`src/mru_tag_cache_with_prefetch_slot_core_macros.svh`:
```
// ----------------------------------------------------------------------------
// Assertion macros for the move-to-front tag cache
// Concurrent check wrappers; they compile to nothing in synthesis builds.
// ----------------------------------------------------------------------------
`ifndef MRU_TAG_CACHE_WITH_PREFETCH_SLOT_CORE_MACROS_SVH
`define MRU_TAG_CACHE_WITH_PREFETCH_SLOT_CORE_MACROS_SVH

`ifndef SYNTHESIS
// same-cycle implication
`define MTC_ASSERT_IMP(lbl, ck, rstn, ante, cons) \
	lbl: assert property (@(posedge ck) disable iff (!rstn) (ante) |-> (cons)) \
		else $error("mtc check failed: same-cycle implication");
// next-cycle implication
`define MTC_ASSERT_NXT(lbl, ck, rstn, ante, cons) \
	lbl: assert property (@(posedge ck) disable iff (!rstn) (ante) |=> (cons)) \
		else $error("mtc check failed: next-cycle implication");
`else
`define MTC_ASSERT_IMP(lbl, ck, rstn, ante, cons)
`define MTC_ASSERT_NXT(lbl, ck, rstn, ante, cons)
`endif

`endif

```
`src/mtc_pkg.sv`:
```
// ----------------------------------------------------------------------------
// mtc_pkg
// Shared constants for the move-to-front tag cache: defaults, widths and
// configuration register indexes.
// ----------------------------------------------------------------------------
package mtc_pkg;

	// default geometry
	localparam int MAX_ENTRIES_DEF = 16;
	localparam int TAG_BITS_DEF    = 32;

	// fixed field widths
	localparam int IN_TAG_BITS   = 32;
	localparam int OUT_SLOT_BITS = 4;
	localparam int OUT_DATA_BITS = 8;
	localparam int EXTRA_BITS    = 4;
	localparam int CFG_ADDR_BITS = 4;
	localparam int CFG_DATA_BITS = 32;

	// register indexes (word address paddr[3:2])
	localparam logic [1:0] REG_EXTRA    = 2'd0;
	localparam logic [1:0] REG_PREFETCH = 2'd1;
	localparam logic [1:0] REG_INVALID  = 2'd2;

endpackage

```
`src/mru_tag_cache_with_prefetch_slot_core.sv`:
```
// ----------------------------------------------------------------------------
// mru_tag_cache_with_prefetch_slot_core
// Move-to-front tag cache with a prefetch position, built as a ring of
// entry cells that rotates past a single compare point at the head.
// ----------------------------------------------------------------------------
// Sequence: a request is searched over the whole ring and the list rebuilt;
//   a miss that takes a free slot adds a scan of the used mask, and a
//   prefetch while prefetch is disabled goes straight to the result.
// Throughput: one request at a time; set by the ring rotation (one pass to
//   search, one pass to rebuild, plus a free-slot scan of the used mask).
// Reset: list length and control clear at once; cell contents stay unknown.
// ----------------------------------------------------------------------------
`include "mru_tag_cache_with_prefetch_slot_core_macros.svh"

module mru_tag_cache_with_prefetch_slot_core #(
	parameter int MAX_ENTRIES = mtc_pkg::MAX_ENTRIES_DEF,
	parameter int TAG_BITS    = mtc_pkg::TAG_BITS_DEF
) (
	input  logic                              clk,
	input  logic                              arst_n,
	// configuration
	input  logic                              psel,
	input  logic                              penable,
	input  logic                              pwrite,
	input  logic [mtc_pkg::CFG_ADDR_BITS-1:0] paddr,
	input  logic [mtc_pkg::CFG_DATA_BITS-1:0] pwdata,
	output logic [mtc_pkg::CFG_DATA_BITS-1:0] prdata,
	output logic                              pready,
	// request stream
	input  logic                              s_tvalid,
	output logic                              s_tready,
	input  logic [mtc_pkg::IN_TAG_BITS-1:0]   s_tdata,  // [31:0] tag
	input  logic                              s_tuser,  // [0] func
	// result stream
	output logic                              m_tvalid,
	input  logic                              m_tready,
	// [0] hit, [4:1] slot, [5] start_load, [6] ready_now, [7] ignored
	output logic [mtc_pkg::OUT_DATA_BITS-1:0] m_tdata
);

	localparam int SLOT_BITS = $clog2(MAX_ENTRIES);
	localparam int LEN_BITS  = $clog2(MAX_ENTRIES + 1);
	localparam int CAP_BITS  = (LEN_BITS > 5) ? LEN_BITS : 5;
	localparam logic [SLOT_BITS-1:0] CNT_LAST = SLOT_BITS'(MAX_ENTRIES - 1);
	localparam logic [LEN_BITS-1:0]  POS_NONE = LEN_BITS'(MAX_ENTRIES);

	typedef enum logic [2:0] {
		ST_IDLE,
		ST_SEARCH,
		ST_DECIDE,
		ST_SCAN,
		ST_BUILD,
		ST_EMIT
	} state_t;

	// configuration registers
	logic [mtc_pkg::EXTRA_BITS-1:0]  extra_q;
	logic                            pe_q;
	logic [mtc_pkg::IN_TAG_BITS-1:0] inv_q;

	// control and working registers
	state_t                state_q;
	logic [SLOT_BITS-1:0]  cnt_q;
	logic [LEN_BITS-1:0]   len_q;
	logic [LEN_BITS-1:0]   r_q;
	logic                  found_q;
	logic                  func_q;
	logic                  ins_q;
	logic [TAG_BITS-1:0]   tag_q;
	logic [SLOT_BITS-1:0]  e_slot_q;
	logic [SLOT_BITS-1:0]  reuse_q;
	logic [MAX_ENTRIES-1:0] used_q;
	logic [SLOT_BITS-1:0]  prev_slot_q;
	logic [TAG_BITS-1:0]   prev_tag_q;
	logic                  res_hit_q;
	logic                  res_start_q;
	logic                  res_ready_q;
	logic                  res_ign_q;
	logic                  m_tvalid_q;
	logic [mtc_pkg::OUT_DATA_BITS-1:0] m_tdata_q;

	// ring of cells
	logic [SLOT_BITS-1:0] cell_slot [MAX_ENTRIES];
	logic [TAG_BITS-1:0]  cell_tag  [MAX_ENTRIES];
	logic [SLOT_BITS-1:0] nxt_slot  [MAX_ENTRIES];
	logic [TAG_BITS-1:0]  nxt_tag   [MAX_ENTRIES];
	logic [SLOT_BITS-1:0] tail_slot;
	logic [TAG_BITS-1:0]  tail_tag;
	logic                 shift_en;

	// derived values
	logic [TAG_BITS+mtc_pkg::IN_TAG_BITS-1:0] req_ext;
	logic [TAG_BITS+mtc_pkg::IN_TAG_BITS-1:0] inv_ext;
	logic [TAG_BITS-1:0]  req_tag;
	logic [TAG_BITS-1:0]  inv_tag;
	logic [CAP_BITS-1:0]  cap_raw;
	logic [LEN_BITS-1:0]  cap_w;
	logic [LEN_BITS-1:0]  len_cut;
	logic [LEN_BITS-1:0]  cnt_pos;
	logic                 head_hit;
	logic [SLOT_BITS+mtc_pkg::OUT_SLOT_BITS-1:0] slot_ext;
	logic                 cfg_wr;
	logic [3:0]           out_flags;

	// ------------------------------------------------------------------
	// configuration port
	// ------------------------------------------------------------------
	assign pready = 1'b1;
	assign cfg_wr = psel & penable & pwrite & pready;

	always_ff @(posedge clk or negedge arst_n) begin
		if (!arst_n) begin
			extra_q <= '0;
			pe_q    <= 1'b0;
			inv_q   <= '0;
		end else if (cfg_wr) begin
			unique case (paddr[3:2])
				mtc_pkg::REG_EXTRA:    extra_q <= pwdata[mtc_pkg::EXTRA_BITS-1:0];
				mtc_pkg::REG_PREFETCH: pe_q    <= pwdata[0];
				mtc_pkg::REG_INVALID:  inv_q   <= pwdata[mtc_pkg::IN_TAG_BITS-1:0];
				default: ;
			endcase
		end
	end

	always_comb begin
		unique case (paddr[3:2])
			mtc_pkg::REG_EXTRA:    prdata = {{(mtc_pkg::CFG_DATA_BITS-mtc_pkg::EXTRA_BITS){1'b0}},
			                                 extra_q};
			mtc_pkg::REG_PREFETCH: prdata = {{(mtc_pkg::CFG_DATA_BITS-1){1'b0}}, pe_q};
			mtc_pkg::REG_INVALID:  prdata = inv_q;
			default:               prdata = '0;
		endcase
	end

	// ------------------------------------------------------------------
	// tags masked to TAG_BITS, capacity and cut length
	// ------------------------------------------------------------------
	assign req_ext = {{TAG_BITS{1'b0}}, s_tdata};
	assign inv_ext = {{TAG_BITS{1'b0}}, inv_q};
	assign req_tag = req_ext[TAG_BITS-1:0];
	assign inv_tag = inv_ext[TAG_BITS-1:0];

	assign cap_raw = CAP_BITS'(extra_q) + CAP_BITS'(pe_q) + CAP_BITS'(1);
	assign cap_w   = (cap_raw > CAP_BITS'(MAX_ENTRIES)) ? POS_NONE : cap_raw[LEN_BITS-1:0];
	assign len_cut = (len_q > cap_w) ? cap_w : len_q;

	assign cnt_pos  = LEN_BITS'(cnt_q);
	assign head_hit = !found_q && (cnt_pos < len_q) && (cell_tag[0] == tag_q);

	// ------------------------------------------------------------------
	// cell chain; the tail is fed by the head (rotate) or the rebuild mux
	// ------------------------------------------------------------------
	assign shift_en = (state_q == ST_SEARCH) || (state_q == ST_BUILD);

	for (genvar i = 0; i < MAX_ENTRIES; i++) begin : g_cell
		if (i == MAX_ENTRIES - 1) begin : g_tail
			assign nxt_slot[i] = tail_slot;
			assign nxt_tag[i]  = tail_tag;
		end else begin : g_link
			assign nxt_slot[i] = cell_slot[i+1];
			assign nxt_tag[i]  = cell_tag[i+1];
		end

		mtc_cell #(
			.SLOT_BITS(SLOT_BITS),
			.TAG_BITS (TAG_BITS)
		) u_cell (
			.clk    (clk),
			.shift  (shift_en),
			.in_slot(nxt_slot[i]),
			.in_tag (nxt_tag[i]),
			.slot   (cell_slot[i]),
			.tag    (cell_tag[i])
		);
	end

	// rebuild: new list = old list with r removed, entry inserted at ins.
	// head holds old[c], cell 1 old[c+1], prev register old[c-1]
	always_comb begin
		tail_slot = cell_slot[0];
		tail_tag  = cell_tag[0];
		if (state_q == ST_BUILD) begin
			if (ins_q && (cnt_q == '0)) begin
				// ahead of the insert point
				if (cnt_pos >= r_q) begin
					tail_slot = cell_slot[1];
					tail_tag  = cell_tag[1];
				end
			end else if (cnt_pos == LEN_BITS'(ins_q)) begin
				tail_slot = e_slot_q;
				tail_tag  = tag_q;
			end else if ((cnt_pos - LEN_BITS'(1)) < r_q) begin
				tail_slot = prev_slot_q;
				tail_tag  = prev_tag_q;
			end
		end
	end

	// ------------------------------------------------------------------
	// sequencer
	// ------------------------------------------------------------------
	assign slot_ext = {{mtc_pkg::OUT_SLOT_BITS{1'b0}}, e_slot_q};

	always_ff @(posedge clk or negedge arst_n) begin
		if (!arst_n) begin
			state_q     <= ST_IDLE;
			cnt_q       <= '0;
			len_q       <= '0;
			r_q         <= POS_NONE;
			found_q     <= 1'b0;
			func_q      <= 1'b0;
			ins_q       <= 1'b0;
			tag_q       <= '0;
			e_slot_q    <= '0;
			reuse_q     <= '0;
			used_q      <= '0;
			prev_slot_q <= '0;
			prev_tag_q  <= '0;
			res_hit_q   <= 1'b0;
			res_start_q <= 1'b0;
			res_ready_q <= 1'b0;
			res_ign_q   <= 1'b0;
			m_tvalid_q  <= 1'b0;
			m_tdata_q   <= '0;
		end else begin
			// result valid: set when emitted, cleared once taken downstream
			if ((state_q == ST_EMIT) && (!m_tvalid_q || m_tready)) begin
				m_tvalid_q <= 1'b1;
			end else if (m_tready) begin
				m_tvalid_q <= 1'b0;
			end

			unique case (state_q)
				ST_IDLE: begin
					if (s_tvalid) begin
						len_q       <= len_cut;
						cnt_q       <= '0;
						r_q         <= POS_NONE;
						found_q     <= 1'b0;
						func_q      <= s_tuser;
						tag_q       <= req_tag;
						e_slot_q    <= '0;
						used_q      <= '0;
						res_hit_q   <= 1'b0;
						res_start_q <= 1'b0;
						res_ready_q <= 1'b0;
						res_ign_q   <= s_tuser & ~pe_q;
						if (s_tuser && !pe_q) begin
							state_q <= ST_EMIT;
						end else begin
							state_q <= ST_SEARCH;
						end
					end
				end

				// one position per cycle passes the head compare
				ST_SEARCH: begin
					if (cnt_pos < len_q) begin
						used_q[cell_slot[0]] <= 1'b1;
					end
					if (head_hit) begin
						found_q  <= 1'b1;
						r_q      <= cnt_pos;
						e_slot_q <= cell_slot[0];
					end
					if (cnt_pos == cap_w - LEN_BITS'(1)) begin
						reuse_q <= cell_slot[0];
					end
					if (cnt_q == CNT_LAST) begin
						cnt_q   <= '0;
						state_q <= ST_DECIDE;
					end else begin
						cnt_q <= cnt_q + SLOT_BITS'(1);
					end
				end

				ST_DECIDE: begin
					if (found_q) begin
						res_hit_q <= 1'b1;
						ins_q     <= func_q && (len_q > LEN_BITS'(1));
						state_q   <= ST_BUILD;
					end else begin
						res_ready_q <= (tag_q == inv_tag);
						res_start_q <= (tag_q != inv_tag);
						if (len_q < cap_w) begin
							len_q   <= len_q + LEN_BITS'(1);
							ins_q   <= func_q && (len_q != '0);
							state_q <= ST_SCAN;
						end else begin
							r_q      <= cap_w - LEN_BITS'(1);
							e_slot_q <= reuse_q;
							ins_q    <= func_q && (cap_w > LEN_BITS'(1));
							state_q  <= ST_BUILD;
						end
					end
				end

				// lowest free slot: walk the used mask one bit a cycle
				ST_SCAN: begin
					if (!used_q[0]) begin
						e_slot_q <= cnt_q;
						cnt_q    <= '0;
						state_q  <= ST_BUILD;
					end else begin
						used_q <= used_q >> 1;
						cnt_q  <= cnt_q + SLOT_BITS'(1);
					end
				end

				ST_BUILD: begin
					prev_slot_q <= cell_slot[0];
					prev_tag_q  <= cell_tag[0];
					if (cnt_q == CNT_LAST) begin
						cnt_q   <= '0;
						state_q <= ST_EMIT;
					end else begin
						cnt_q <= cnt_q + SLOT_BITS'(1);
					end
				end

				ST_EMIT: begin
					if (!m_tvalid_q || m_tready) begin
						m_tdata_q  <= {res_ign_q, res_ready_q, res_start_q,
						               slot_ext[mtc_pkg::OUT_SLOT_BITS-1:0], res_hit_q};
						state_q    <= ST_IDLE;
					end
				end

				default: state_q <= ST_IDLE;
			endcase
		end
	end

	assign s_tready = (state_q == ST_IDLE);
	assign m_tvalid = m_tvalid_q;
	assign m_tdata  = m_tdata_q;

	// ------------------------------------------------------------------
	// assertions
	// ------------------------------------------------------------------
	assign out_flags = {m_tdata[7:5], m_tdata[0]};

	`MTC_ASSERT_IMP(a_len_in_cap, clk, arst_n, state_q == ST_SEARCH, len_q <= cap_w)
	`MTC_ASSERT_IMP(a_one_outcome, clk, arst_n, m_tvalid, $onehot(out_flags))
	`MTC_ASSERT_IMP(a_build_nonempty, clk, arst_n, state_q == ST_BUILD, len_q != '0)
	`MTC_ASSERT_NXT(a_emit_waits, clk, arst_n,
		(state_q == ST_EMIT) && m_tvalid && !m_tready, state_q == ST_EMIT)

endmodule

```
`src/mtc_cell.sv`:
```
// ----------------------------------------------------------------------------
// mtc_cell
// One list position of the tag cache: holds a slot number and its tag and
// takes its neighbor's entry whenever the chain shifts.
// ----------------------------------------------------------------------------
module mtc_cell #(
	parameter int SLOT_BITS = $clog2(mtc_pkg::MAX_ENTRIES_DEF),
	parameter int TAG_BITS  = mtc_pkg::TAG_BITS_DEF
) (
	input  logic                 clk,
	input  logic                 shift,
	input  logic [SLOT_BITS-1:0] in_slot,
	input  logic [TAG_BITS-1:0]  in_tag,
	output logic [SLOT_BITS-1:0] slot,
	output logic [TAG_BITS-1:0]  tag
);

	logic [SLOT_BITS-1:0] slot_q;
	logic [TAG_BITS-1:0]  tag_q;

	// entry register, loaded from the neighbor on shift
	always_ff @(posedge clk) begin
		if (shift) begin
			slot_q <= in_slot;
			tag_q  <= in_tag;
		end
	end

	assign slot = slot_q;
	assign tag  = tag_q;

endmodule

```
`config.mk`:
```
export PLATFORM = sky130hd
export DESIGN_NAME = mru_tag_cache_with_prefetch_slot_core
export DESIGN_NICKNAME = d
export VERILOG_FILES = /design/src/mtc_pkg.sv /design/src/mru_tag_cache_with_prefetch_slot_core.sv /design/src/mtc_cell.sv
export VERILOG_INCLUDE_DIRS = /design/src /design/src/src
export SDC_FILE = /design/constraint.sdc
export NUM_CORES = 1
export LEC_CHECK = 0
export BUFFER_PORTS_ARGS = -buffer_cell sky130_fd_sc_hd__buf_4
export CAP_MARGIN = 30
export CORE_ASPECT_RATIO = 0.7
export CORE_MARGIN = 5
export CORE_UTILIZATION = 50
export DETAILED_ROUTE_END_ITERATION = 8
export GPL_ROUTABILITY_DRIVEN = 0
export PLACE_DENSITY_LB_ADDON = 0.25
export RECOVER_POWER = 50
export SLEW_MARGIN = 30
export SYNTH_ARGS = -nofsm -noshare
export SYNTH_HDL_FRONTEND = slang
export SYNTH_SLANG_ARGS = --single-unit
```
`constraint.sdc`:
```
create_clock -name clk -period 33.3 [get_ports clk]
set_input_delay 6.66 -clock clk [delete_from_list [all_inputs] [get_ports clk]]
set_output_delay 6.66 -clock clk [all_outputs]
set_load 0.02 [all_outputs]
```
==> reports/results.ini <==
[global_route]
grt_pass1_vias = 13597
overflow = 0
grt_max_degree = 177
grt_use_total_pct = 17.6
grt_pass1_wl_um = 79200
antenna_found_initial = 3

[logic_synthesis]
postSynthCellCount = 1605
syn_area_um2 = 26900
synthesis.nets = 1708
synth_top_flop_cell = edfxtp_1
synth_edf_count = 576
synth_warnings = 0
seq_area_frac_synth_pct = 79.3
postSynthAreaPerCell_um2 = 16.8
synth.top_cell.area_share_pct = 64.3
yosysTopAreaCell = edfxtp_1
synthDistinctLibCells = 75
synth.area.top_cells = edfxtp_1 64%, dfrtp_1 15%, nand2_1 3.5%
synthArstFlopShare_pct = 22.0
ys_ff_latch = 738

[cts]
root_buffer = clkbuf_16
numCtsBuffers = 68
cts_max_level = 3
clock-sinks = 738
cts_setup_buffers = 0
cts_tree = done
cts.hold.buffers_added = 0
clock_latency_ns = 0.60
post_cts_resize_count = 0
cts_buffer_depth = 3
clkTransAtPathRegs_ns = 0.06

[setup_path]
critPathKind = in -> out
crit_required_ns = 26.64
arrival_ns = 7.76
regToRegEndpoint = g_cell[1].u_cell.tag[5]$_DFFE_PN_
r2r_setup_slack_ns = 24.30
crit_path_end_kind = primary output
cp_max_fo = 26
critPathLaunchType = input pin
worstRegToRegCells = 3
r2r_start = state_q[0]$_DFFE_PN0P_
startpoint = paddr[3]

[timing]
fin_skew_ns = 0.0271
slew_headroom_pct = -506
drv_slew = 294
worstMarginPinSlew_ns = 9.08
grt_setup_unrepaired = false
whs_ns = 0.410
hold_violations = 0
fin_setup_tns_ns = 0
fin_crit_ns = 14.42
fmax_ghz = 0.0693
fin_crit_sh_pct = 43.3
setup_viol = 0

[detailed_routing]
drc = 0
wl_um = 51300
dr.pass1.iters = 5
drt_iter0_markers = 1440
vias_per_cell = 5.44
post_drt_wl_per_cell_um = 20.2
antenna_left = 0
via_count = 13785

[floorplan]
die-width_um = 287
coreArea_um2 = 53500
num_rows = 71
dieArea_um2 = 58700
io_pins = 119
start_util_pct = 50.3
die_h_um = 204

[outcome]
violations = capacitance limit, slew limit
status = finished, violations left

[hold_path]
min_from = g_cell[14].u_cell.slot[1]$_DFFE_PN_
worstHoldPathCells = 0
whs_endpoint = g_cell[13].u_cell.slot[1]$_DFFE_PN_
holdCritPathClass = reg -> reg

[pwr]
leakage_nw = 11.6
powerDensity_nw_per_um2 = 112
p_total_mw = 3.44
peakVddDrop_mv = 0.0854

[layout]
fin_nets = 1852
num-fill-cells = 4091
final_cell_mix = 576 x edfxtp_1, 251 x nand2_1, 161 x dfrtp_1
n_antenna_cell = 0
syn_to_final_growth_pct = 14.4
final_common_cell = edfxtp_1
drive_above_1_share_pct = 17.1

[placed_design]
place.port_buffers = 115
dp_hpwl_um = 32200

[job]
cap_violations = 3

[cells in the mapped netlist, drive strengths merged (2+ instances only)]
cell     number
nor3b         2
inv          22
edfxtp      576
buf          27
nand2b        7
o21a          2
ha           27
clkbuf       32
a21o          6
a221o        38
o21bai        3
and3          4
nor3         14
mux2i        11
a31oi        10
mux2         56
o211ai        2
nor2b        14
dfrtp       161
a211oi        2
xor2         32
a21oi        26
o21ai        48
nor4         10
nor2         38
xnor2        41
o31ai         3
a2bb2oi       2
nand3        17
and2         33
nand2       253
a22o         50
a211o         2
nand4        14
[how the worst max path moves through the flow]
stage                                 to  slack (ns)  depth (start not counted)
floorplan           cnt_q[2]$_DFFE_PN0P_        1.93                          5
global placement               prdata[4]       18.88                          5
detailed placement             prdata[4]       18.83                          5
CTS                            prdata[4]       18.83                          5
global route                   prdata[0]       18.80                          6
finish                         prdata[4]       18.88                          5
[state kept, by name, summed over array words and instances (netlist names), 5 cells and up]
register            flops
g_cell.u_cell.tag     512
g_cell.u_cell.slot     64
tag_q                  32
len_q                   5
used_q                 16
prev_tag_q             32
inv_q                  32
m_tdata                 8
r_q                     5
[cells by family (layout without fill, tap and decap cells)]
logic type               count (synthesis)  in the layout  synth area share (%)
buffers and inverters                   81            280                  1.39
flip-flops                             738            738                  79.3
other                                    1              1                0.0139
adder cells (fa/ha/maj)                 27             27                  1.25
AO/OA/AOI/OAI                          207            207                  5.84
XOR/XNOR                                73             73                  2.40
AND/OR/NAND/NOR                        411            411                  7.01
multiplexers                            67             67                  2.77
[metrics by stage]
stage               utilization (%)  instances  area [µm²]  setup slack (ns)
floorplan                         -       1605       26900              1.93
global placement               53.4       2406       28600             18.88
detailed placement             53.5       2408       28600             18.83
CTS                            57.6       2533       30800             18.83
global route                   57.6       2534       30800             18.80
finish                         57.6       2534       30800             18.88
[metal layers]
| layer | vias up | track usage [%] | part of all wire (%) |
|---|---|---|---|
| met3 | 102 | 3.89 | 6.2 |
| met2 | 428 | 24.4 | 43 |
| met1 | 6980 | 27.9 | 48 |
| li1 | 6273 | - | - |
| met5 | - | 0 | 0.025 |
| met4 | 2 | 5.51 | 2.9 |
[critical path, stage by stage]
cell	delay (ns)
buf_4	0.14
nor2b_2	0.19
buf_4	0.38
and2_1	0.23
buf_4	0.15
[power breakdown]
group	internal [mW]	leakage (nW)	switching (mW)
sequential	1.74	7.56	0.240
clock	0.434	1.09	0.331
combinational	0.229	2.98	0.465
total	2.40	11.6	1.04
[layout make-up]
type	instances	area (µm²)	area share, %
sequential	738	21400	69.3
clock inverter	30	315	1.02
multi-input combinational	786	5210	16.9
timing repair buffer	133	1030	3.33
inverter	22	82.6	0.268
tap	730	913	2.97
clock buffer	95	1890	6.15
(Power assumes the default switching activity.)
